**src/hw/rtl/apq_pkg.sv**
```systemverilog
// ----------------------------------------------------------------------------
// apq_pkg
// Shared types and constants of the adaptive palette quantizer.
// ----------------------------------------------------------------------------
package apq_pkg;

   localparam int INDEX_W = 8;
   localparam int STATUS_W = 2;
   localparam int COLOR_W = 16;
   localparam int CHAN_W = 8;

   localparam logic [STATUS_W-1:0] STATUS_FOUND = 2'd0;
   localparam logic [STATUS_W-1:0] STATUS_ADDED = 2'd1;
   localparam logic [STATUS_W-1:0] STATUS_FULL  = 2'd2;

   localparam logic [INDEX_W-1:0] OVERFLOW_INDEX = 8'd255;

   typedef enum logic [1:0] {
      ST_IDLE,
      ST_READ,
      ST_COMPARE,
      ST_FINISH
   } state_type;

   // controller to datapath
   typedef struct packed {
      logic load;      // take a new pixel, restart the search
      logic read;      // read palette entry at the current slot
      logic step;      // advance to the next slot
      logic set_hit;   // current entry matched
      logic finish;    // load the result register, append on a miss if not full
   } cmd_type;

   // datapath to controller
   typedef struct packed {
      logic count_zero;  // palette holds no entries
      logic match;       // entry read last cycle equals the color
      logic last_slot;   // current slot is the last filled one
      logic out_free;    // result register can take a new result
   } status_type;

   function automatic logic [COLOR_W-1:0] pack565(
      input logic [CHAN_W-1:0] r,
      input logic [CHAN_W-1:0] g,
      input logic [CHAN_W-1:0] b
   );
      return {r[7:3], g[7:2], b[7:3]};
   endfunction

endpackage

```
**src/hw/rtl/apq_controller.sv**
```systemverilog
// ----------------------------------------------------------------------------
// apq_controller
// Sequencer for the palette search: accept, scan entries, finish.
// ----------------------------------------------------------------------------
module apq_controller (
   input  logic                clock,
   input  logic                reset,
   input  logic                req_tvalid,
   output logic                req_tready,
   input  apq_pkg::status_type status,
   output apq_pkg::cmd_type    cmd
);

   apq_pkg::state_type state_ff;
   apq_pkg::state_type state_in;

   always_ff @(posedge clock) begin
      if (reset) begin
         state_ff <= apq_pkg::ST_IDLE;
      end else begin
         state_ff <= state_in;
      end
   end

   // next state
   always_comb begin
      state_in = state_ff;
      case (state_ff)
         apq_pkg::ST_IDLE: begin
            if (req_tvalid) begin
               if (status.count_zero) begin
                  state_in = apq_pkg::ST_FINISH;
               end else begin
                  state_in = apq_pkg::ST_READ;
               end
            end
         end
         apq_pkg::ST_READ: begin
            state_in = apq_pkg::ST_COMPARE;
         end
         apq_pkg::ST_COMPARE: begin
            if (status.match || status.last_slot) begin
               state_in = apq_pkg::ST_FINISH;
            end else begin
               state_in = apq_pkg::ST_READ;
            end
         end
         apq_pkg::ST_FINISH: begin
            if (status.out_free) begin
               state_in = apq_pkg::ST_IDLE;
            end
         end
         default: begin
            state_in = apq_pkg::ST_IDLE;
         end
      endcase
   end

   // outputs
   always_comb begin
      req_tready  = 1'b0;
      cmd         = '0;
      case (state_ff)
         apq_pkg::ST_IDLE: begin
            req_tready = 1'b1;
            cmd.load   = req_tvalid;
         end
         apq_pkg::ST_READ: begin
            cmd.read = 1'b1;
         end
         apq_pkg::ST_COMPARE: begin
            cmd.set_hit = status.match;
            cmd.step    = !status.match && !status.last_slot;
         end
         apq_pkg::ST_FINISH: begin
            cmd.finish = status.out_free;
         end
         default: begin
            cmd = '0;
         end
      endcase
   end

endmodule

```
**src/hw/rtl/apq_datapath.sv**
```systemverilog
// ----------------------------------------------------------------------------
// apq_datapath
// Palette memory, fill count, search slot and the result register.
// ----------------------------------------------------------------------------
module apq_datapath #(
   parameter int PALETTE_SIZE = 256
) (
   input  logic                                clock,
   input  logic                                reset,
   input  apq_pkg::cmd_type                    cmd,
   output apq_pkg::status_type                 status,
   input  logic [apq_pkg::CHAN_W-1:0]          red,
   input  logic [apq_pkg::CHAN_W-1:0]          green,
   input  logic [apq_pkg::CHAN_W-1:0]          blue,
   output logic                                rsp_tvalid,
   input  logic                                rsp_tready,
   output logic [apq_pkg::INDEX_W-1:0]         palette_index,
   output logic [apq_pkg::STATUS_W-1:0]        lookup_status,
   output logic [apq_pkg::COLOR_W-1:0]         packed_color
);

   localparam int AW = $clog2(PALETTE_SIZE);
   localparam int CW = $clog2(PALETTE_SIZE + 1);
   localparam logic [CW-1:0] SIZE_C = CW'(PALETTE_SIZE);

   logic [apq_pkg::COLOR_W-1:0] palette_mem [PALETTE_SIZE];

   logic [apq_pkg::COLOR_W-1:0]  color_ff;
   logic [apq_pkg::COLOR_W-1:0]  rdata_ff;
   logic [CW-1:0]                slot_ff;
   logic [CW-1:0]                slot_in;
   logic [CW-1:0]                count_ff;
   logic [CW-1:0]                count_in;
   logic                         hit_ff;
   logic                         hit_in;
   logic                         rsp_valid_ff;
   logic                         rsp_valid_in;
   logic [apq_pkg::INDEX_W-1:0]  index_ff;
   logic [apq_pkg::INDEX_W-1:0]  index_in;
   logic [apq_pkg::STATUS_W-1:0] lstatus_ff;
   logic [apq_pkg::STATUS_W-1:0] lstatus_in;
   logic [apq_pkg::COLOR_W-1:0]  out_color_ff;
   logic [CW-1:0]                slot_next;
   logic                         full;
   logic                         append;
   logic [8:0]                   slot_wide;
   logic [8:0]                   count_wide;

   assign slot_next  = slot_ff + CW'(1);
   assign full       = (count_ff == SIZE_C);
   assign append     = cmd.finish && !hit_ff && !full;
   assign slot_wide  = 9'(slot_ff);
   assign count_wide = 9'(count_ff);

   assign status.count_zero = (count_ff == '0);
   assign status.match      = (rdata_ff == color_ff);
   assign status.last_slot  = (slot_next == count_ff);
   assign status.out_free   = !rsp_valid_ff || rsp_tready;

   // palette memory, one write and one registered read port
   always_ff @(posedge clock) begin
      if (append) begin
         palette_mem[count_ff[AW-1:0]] <= color_ff;
      end
      if (cmd.read) begin
         rdata_ff <= palette_mem[slot_ff[AW-1:0]];
      end
   end

   always_comb begin
      slot_in = slot_ff;
      hit_in  = hit_ff;
      if (cmd.load) begin
         slot_in = '0;
         hit_in  = 1'b0;
      end else begin
         if (cmd.step) begin
            slot_in = slot_next;
         end
         if (cmd.set_hit) begin
            hit_in = 1'b1;
         end
      end
   end

   always_comb begin
      count_in = count_ff;
      if (append) begin
         count_in = count_ff + CW'(1);
      end
   end

   always_comb begin
      if (hit_ff) begin
         index_in   = slot_wide[apq_pkg::INDEX_W-1:0];
         lstatus_in = apq_pkg::STATUS_FOUND;
      end else if (!full) begin
         index_in   = count_wide[apq_pkg::INDEX_W-1:0];
         lstatus_in = apq_pkg::STATUS_ADDED;
      end else begin
         index_in   = apq_pkg::OVERFLOW_INDEX;
         lstatus_in = apq_pkg::STATUS_FULL;
      end
   end

   always_comb begin
      rsp_valid_in = rsp_valid_ff;
      if (cmd.finish) begin
         rsp_valid_in = 1'b1;
      end else if (rsp_tready) begin
         rsp_valid_in = 1'b0;
      end
   end

   always_ff @(posedge clock) begin
      if (reset) begin
         count_ff     <= '0;
         rsp_valid_ff <= 1'b0;
      end else begin
         count_ff     <= count_in;
         rsp_valid_ff <= rsp_valid_in;
      end
   end

   always_ff @(posedge clock) begin
      slot_ff <= slot_in;
      hit_ff  <= hit_in;
      if (cmd.load) begin
         color_ff <= apq_pkg::pack565(red, green, blue);
      end
      if (cmd.finish) begin
         index_ff     <= index_in;
         lstatus_ff   <= lstatus_in;
         out_color_ff <= color_ff;
      end
   end

   assign rsp_tvalid    = rsp_valid_ff;
   assign palette_index = index_ff;
   assign lookup_status = lstatus_ff;
   assign packed_color  = out_color_ff;

endmodule

```
**src/hw/rtl/adaptive_palette_quantizer.sv**
```systemverilog
// ----------------------------------------------------------------------------
// adaptive_palette_quantizer
// RGB888 pixel to RGB565 palette index with on-the-fly palette growth.
// ----------------------------------------------------------------------------
// Each pixel is cut to RGB565 and looked up in a palette that keeps its
// contents across frames; the lowest matching slot is returned, a new color
// is appended at the next free slot, and a full palette returns slot 255
// with overflow status. The palette sits in a memory with one read port and
// is scanned one entry at a time, each entry passing a read state and a
// compare state; an empty palette skips the scan. A pixel finishes only when
// the previous result has left the output register, and the next pixel is
// taken after that. Reset empties the palette at once through the fill
// count; no clearing pass follows. A finished result waits in an output
// register, and the next pixel is taken meanwhile.
// ----------------------------------------------------------------------------
module adaptive_palette_quantizer #(
   parameter int PALETTE_SIZE = 256
) (
   input  logic        clock,
   input  logic        reset,
   input  logic        req_tvalid,
   output logic        req_tready,
   input  logic [23:0] req_tdata,   // red[7:0], green[15:8], blue[23:16]
   output logic        rsp_tvalid,
   input  logic        rsp_tready,
   output logic [31:0] rsp_tdata    // palette_index[7:0], lookup_status[9:8],
                                    // packed_color[25:10], zero[31:26]
);

   apq_pkg::cmd_type    cmd;
   apq_pkg::status_type status;

   logic [apq_pkg::INDEX_W-1:0]  palette_index;
   logic [apq_pkg::STATUS_W-1:0] lookup_status;
   logic [apq_pkg::COLOR_W-1:0]  packed_color;

   apq_controller u_controller (
      .clock      (clock),
      .reset      (reset),
      .req_tvalid (req_tvalid),
      .req_tready (req_tready),
      .status     (status),
      .cmd        (cmd)
   );

   apq_datapath #(
      .PALETTE_SIZE (PALETTE_SIZE)
   ) u_datapath (
      .clock         (clock),
      .reset         (reset),
      .cmd           (cmd),
      .status        (status),
      .red           (req_tdata[7:0]),
      .green         (req_tdata[15:8]),
      .blue          (req_tdata[23:16]),
      .rsp_tvalid    (rsp_tvalid),
      .rsp_tready    (rsp_tready),
      .palette_index (palette_index),
      .lookup_status (lookup_status),
      .packed_color  (packed_color)
   );

   assign rsp_tdata = {6'b0, packed_color, lookup_status, palette_index};

`ifndef SYNTHESIS
   a_busy_after_accept: assert property (@(posedge clock) disable iff (reset)
      req_tvalid && req_tready |=> !req_tready)
      else $error("input taken again right after a transfer");

   a_overflow_index: assert property (@(posedge clock) disable iff (reset)
      rsp_tvalid && (lookup_status == apq_pkg::STATUS_FULL)
         |-> (palette_index == apq_pkg::OVERFLOW_INDEX))
      else $error("overflow result without overflow index");

   a_index_in_range: assert property (@(posedge clock) disable iff (reset)
      rsp_tvalid && (lookup_status != apq_pkg::STATUS_FULL)
         |-> (9'(palette_index) < 9'(PALETTE_SIZE)))
      else $error("palette index beyond palette size");
`endif

endmodule
```
**config.mk**
```make
export PLATFORM = sky130hd
export DESIGN_NAME = adaptive_palette_quantizer
export DESIGN_NICKNAME = d
export VERILOG_FILES = /design/src/hw/rtl/apq_pkg.sv /design/src/hw/rtl/apq_controller.sv /design/src/hw/rtl/apq_datapath.sv /design/src/hw/rtl/adaptive_palette_quantizer.sv
export SDC_FILE = /design/constraint.sdc
export NUM_CORES = 2
export LEC_CHECK = 0
export ABC_CLOCK_PERIOD_IN_PS = 5700
export BUFFER_PORTS_ARGS = -buffer_cell sky130_fd_sc_hd__buf_2
export CORE_MARGIN = 2
export CORE_UTILIZATION = 63
export DETAILED_ROUTE_END_ITERATION = 10
export MAX_ROUTING_LAYER = met4
export PLACE_DENSITY_LB_ADDON = 0.08
export SLEW_MARGIN = 15
export SYNTH_ARGS = -nofsm -noshare
export SYNTH_HDL_FRONTEND = slang
export SYNTH_SLANG_ARGS = --single-unit
```
**constraint.sdc**
```tcl
create_clock -name clock -period 5.7 [get_ports clock]
set_clock_uncertainty 0.1 [all_clocks]
set_input_delay 1.14 -clock clock [delete_from_list [all_inputs] [get_ports clock]]
set_output_delay 1.14 -clock clock [all_outputs]
set_load 0.01 [all_outputs]
```
---- Yosys cells after proc, flatten, opt, wreduce, memory -nomap -nowiden ----
Memory sizes are Yosys's and may differ from the RTL's. A register that Yosys moved wholly into a read port is not among the register bits.
Cells that the tools add are included.
storage, ports and cells
  register bits after elaboration ......... 64
  memory bits (writable) .................. 4096
  bits of input ports ..................... 28
  output and inout port bits .............. 34
  word-level logic and storage cells ...... 51
  memories ................................ 1
operators by class
  add/sub/neg operators ................... 2
  equal/unequal tests ..................... 8
  mux-type cells .......................... 17
  reduce and logical (&&, ||, !) cells .... 14
memory list
  name                    words  bits a word  rd ports  clocked after memory_dff  wr ports  line                source
  u_datapath.palette_mem  256    16           1         1                         1         apq_datapath.sv:26  logic [apq_pkg::COLOR_W-1:0] palette_mem [PALETTE_SIZE];
operators by type and width
  operator                                              count
  adder 9 x 1 -> 9 bit (second input constant)          2
  equality test 16 bit                                  1
  two-way mux 8 bit                                     2
  two-way mux 2 bit                                     6
  equality test 9 bit                                   1
  equality test 9 bit (second input constant)           1
  logical NOT 9 bit                                     1
  two-way mux 1 bit                                     8
  case mux 2 bit (4 select lines)                       1
  logical NOT 1 bit                                     5
  equality test 2 bit (second input constant)           2
  logical AND 1 bit                                     3
  equality test 2 x 1 -> 1 bit (second input constant)  1
  logical NOT 2 bit                                     1
  logical OR 1 bit                                      2
  != test 2 x 1 -> 1 bit (second input constant)        1
  != test 2 bit (second input constant)                 1
  AND reduction 2 bit                                   1
  nonzero test 2 bit                                    1

---- Depth between registers and ports, before layout ----
  depth in word-level cells ............... 7
  gate-level depth with buffers ........... 13
  depth with buffers taken out ............ 9

---- Hierarchy ----
Synthesis repeated with hierarchy kept, for this count alone.
unflattened totals
  cell total of the unflattened synthesis .. 7513
  area, all modules ....................... 161900.3 µm²
by module, submodules not included
  module                      instances  cells each  area each (µm²)  seq. area each (µm²)
  apq_datapath                1          7493        161717.6         125140.0
  apq_controller              1          13          133.9            40.0
  adaptive_palette_quantizer  1          7           48.8             0.0

---- Worst setup path before layout ----
No wires, ideal clock.
  path type ............................... reg-to-reg
  from .................................... register u_datapath.color_ff[4] (netlist bit)
  to ...................................... register u_datapath.slot_ff[4]
  setup time .............................. 0.085 ns
  data arrival time ....................... 4.793 ns
  data required time ...................... 5.515 ns
  setup slack ............................. 0.722 ns
  cell stages (with the launch flop) ...... 9
  buffers on the path ..................... 1
  period minus slack after synthesis ...... 4.978 ns
  cells stage by stage .................... edfxtp_1 xnor2_1 nand4_1 nor4_1 nor3b_1 o21ai_0 buf_2 or3_1 a21oi_1
on the way
  longest elaborated chain between the ends .. 4
ends and longest elaborated chain
  what                      line                  source
  start: declaration        apq_datapath.sv:28    logic [apq_pkg::COLOR_W-1:0] color_ff;
  start signal: assignment  apq_datapath.sv:129   color_ff <= apq_pkg::pack565(red, green, blue);
  equality test 16 bit      apq_datapath.sv:56    assign status.match = (rdata_ff == color_ff);
  logical NOT 1 bit         apq_controller.sv:73  cmd.step = !status.match && !status.last_slot;
  logical AND 1 bit         apq_controller.sv:73
  two-way mux 2 bit         apq_controller.sv:63  case (state_ff)
  end signal: assignment    apq_datapath.sv:126   slot_ff <= slot_in;
  end: declaration          apq_datapath.sv:30    logic [CW-1:0] slot_ff;
No other way between the ends.
A chain may end at the register's enable or synchronous reset.

==> metrics.csv <==
metric;value;unit
status;completed;
clock_latency;1.02;ns
cts_hold_buf;0;
avgViaCountPerCell;7.03;
cts_made_buffers;418;
cp-end-kind;flop;
crit_chain;buf_12 -> buf_12 -> buf_4 -> mux2i_1 -> a22oi_1 -> a311oi_1 -> o221ai_1 -> a32o_1;
antenna_found_initial;22;
synth_edf_count;4154;
seq_area_frac_synth;0.768;
die_width;512;um
cp-start-kind;flop;
fin_crit_sh;0.904;
cts_setup_buffers;0;
routed_wl;456;mm
synth_area_leaders;edfxtp_1 77%, mux4_2 9.2%, mux2i_1 4.5%, nor2_1 0.85%, a22oi_1 0.67%;
grt_start_max_net_pins;197;
fmax;194;MHz
setup_viol;0;
yosys_most_used_dff;edfxtp_1;
drt_pass1_iterations;6;
nets;8578;
core_area;257000;sq um
leakagePower;57.1;nW
ir_drop;421;uV
final_area;182000;sq um
hold_viol;0;
cts_tree;built;
grtUsageTotal;0.357;
period_needed;5.15;ns
drtIter0Drc;13900;
worst_slew_pin_slew;1.30;ns
syn_to_final_growth;11.9;%
clock_sinks;4176;
cts.clk_slew.worst_paths;0.06;ns
ys_ff_latch;4176;
syn_area;163000;sq um
dpl_cell_area;169000;sq um
start_util;0.634;
slowest_stage;dfxtp_4;
fin_ws;0.550;ns
post_cts_resized;0;
cpPeakStageDelay;1.17;ns
postSynth.asyncResetShare;0;
synth_cell_types;79;
required;6.31;ns
h-tree-depth;5;
critPathMostFrequentCell;buf_12;
hpwl;271;mm
fillers;15500;
arrival;5.76;ns
die-area;263000;sq um
netlist_instances;8010;
crit_type;flop to flop;
yosysTopAreaCell;edfxtp_1;
cts_buffer_depth;4;
finalSetupTns;0;ns
pre_cts_slack;0.596;ns
grt_setup_unrepaired;false;
yosysWarningCount;0;
io_buffer_count;47;
relSlewSlack;0.119;
synth.avg_cell_area;20.3;sq um
drive_above_1_share;0.231;
vias;86200;
cp_max_fo;32;
synth_top_area_frac;0.766;
min_path_type;input pin to flop;
maxCapViolCount;0;
grt_pass1_wl;635;mm
die_h;512;um
gp_congestion;0.915;
overflow;0;
pin_count;62;
drv_slew;0;
power_density;412;nW/um^2
drtAntennaViolNets;0;
cts_root_buf;clkbuf_16;
first_global_vias;83100;
wire_per_inst;37.2;um
rows;186;
drc;0;
==> Yosys cell counts (12+ instances only) <==
master     number
nand3_1        92
buf_4          59
nand4_1        24
nor4_1         17
o22ai_1       100
buf_6          88
nor2b_1        12
mux2i_1       740
clkbuf_1      179
buf_8          21
mux4_2        669
o2111ai_1      14
buf_2         104
nor2_1        371
a22oi_1       145
edfxtp_1     4154
a221oi_1       84
buf_1          35
o21ai_0       137
dfxtp_1        22
o211ai_1       38
a21oi_1       181
mux2_2         91
nor3_1         58
a211oi_1       48
xnor2_1        30
a31oi_1        28
nand2_1       166
o221ai_1       59
a221o_1        46
==> placed cells by master (no fill, tap or decap), types with 29 or more instances in the layout <==
cell type and n:
a221oi_1 84, clkinv_1 93, o221ai_1 59, buf_12 55
mux2_2 91, a211oi_1 47, nor3_1 58, clkbuf_1 95
bufinv_16 29, mux2i_1 740, clkbuf_16 421, nor2_1 306
mux4_2 669, a221o_1 46, nor2_2 63, o211ai_1 38
a22oi_1 145, buf_4 511, edfxtp_1 4154, o22ai_1 100
nand3_1 92, a21oi_1 181, buf_2 47, o21ai_0 137
clkinv_2 66, nand2_1 147, xnor2_1 30
==> metrics by stage <==
stage | hold WS (ns) | utilization | std cells | power (mW)
6_report | 0.197 | 0.709 | 12300 | 75.0
5_1_grt | 0.171 | 0.709 | 12300 | 76.9
4_1_cts | 0.154 | 0.709 | 12200 | 75.1
3_5_place_dp | 0.477 | 0.659 | 11500 | 49.4
3_3_place_gp | 0.475 | 0.659 | 11500 | 49.3
2_1_floorplan | 0.411 | - | 8015 | 45.2
==> critical path: cells and delay by family (launching register included) <==
family | cells | cell delay [ns]
buffers and inverters | 3 | 0.86
muxes | 1 | 0.21
AOI/OAI and AO/OA | 4 | 2.47
DFF | 1 | 1.17
==> metal layers <==
metal  track usage  routed length, um  vias to the layer above
met5             -                  0                        -
met4         0.155              22600                        0
met3        0.0817              54100                      951
met2         0.527             212000                     5953
met1         0.486             167000                    44900
li1              -                  -                    34400
==> final timing paths <==
kind / slack (ns) / cells after the start / end / from
worst min-delay path: 0.20 / 1 / u_datapath.color_ff[6] / req_tdata[11]
worst max-delay path: 0.55 / 8 / u_datapath.rdata_ff[8] / u_datapath.slot_ff[0]
worst min register to register: 0.48 / 2 / u_datapath.rsp_tvalid / u_datapath.rsp_tvalid
worst max register to register: 0.55 / 8 / u_datapath.rdata_ff[8] / u_datapath.slot_ff[0]
==> final cells by class <==
type                       count  area (sq um)  share of cell area
clock buffer                 520         10900              0.0601
antenna                       20          50.0            0.000275
timing repair buffer         613          5170              0.0284
sequential                  4176        125000               0.687
multi-input combinational   3323         34700               0.190
tap                         3384          4230              0.0232
inverter                      13          63.8            0.000350
clock inverter               219          1870              0.0103
==> cell families (layout without fill, tap and decap cells) <==
family          count (synthesis)  after routing  synth area share
fa+ha+maj                       5              5          0.000384
mux                          1507           1507             0.145
buf+inv                       516           1365            0.0207
other cells                     1             26         0.0000230
compound gates                978            978            0.0420
simple gates                  787            787            0.0210
xor+xnor                       40             40           0.00215
flops                        4176           4176             0.768
==> flip-flops by register name, summed over array words and instances, names as in the netlist <==
name and cells:
u_datapath.packed_color 16, u_datapath.rsp_tvalid 1, u_datapath.color_ff 16, u_controller.state_ff 2, u_datapath.slot_ff 9, u_datapath.palette_mem 4096
u_datapath.rdata_ff 16, u_datapath.count_ff 9, u_datapath.palette_index 8, u_datapath.hit_ff 1, u_datapath.lookup_status 2
==> power breakdown <==
group | internal (mW) | switching (mW) | leakage, nW
clock | 14.9 | 11.2 | 6.24
combinational | 5.75 | 8.68 | 13.4
sequential | 34.3 | 0.251 | 37.5
total | 54.9 | 20.2 | 57.1
Note: power is estimated with default switching activity, not from simulation.
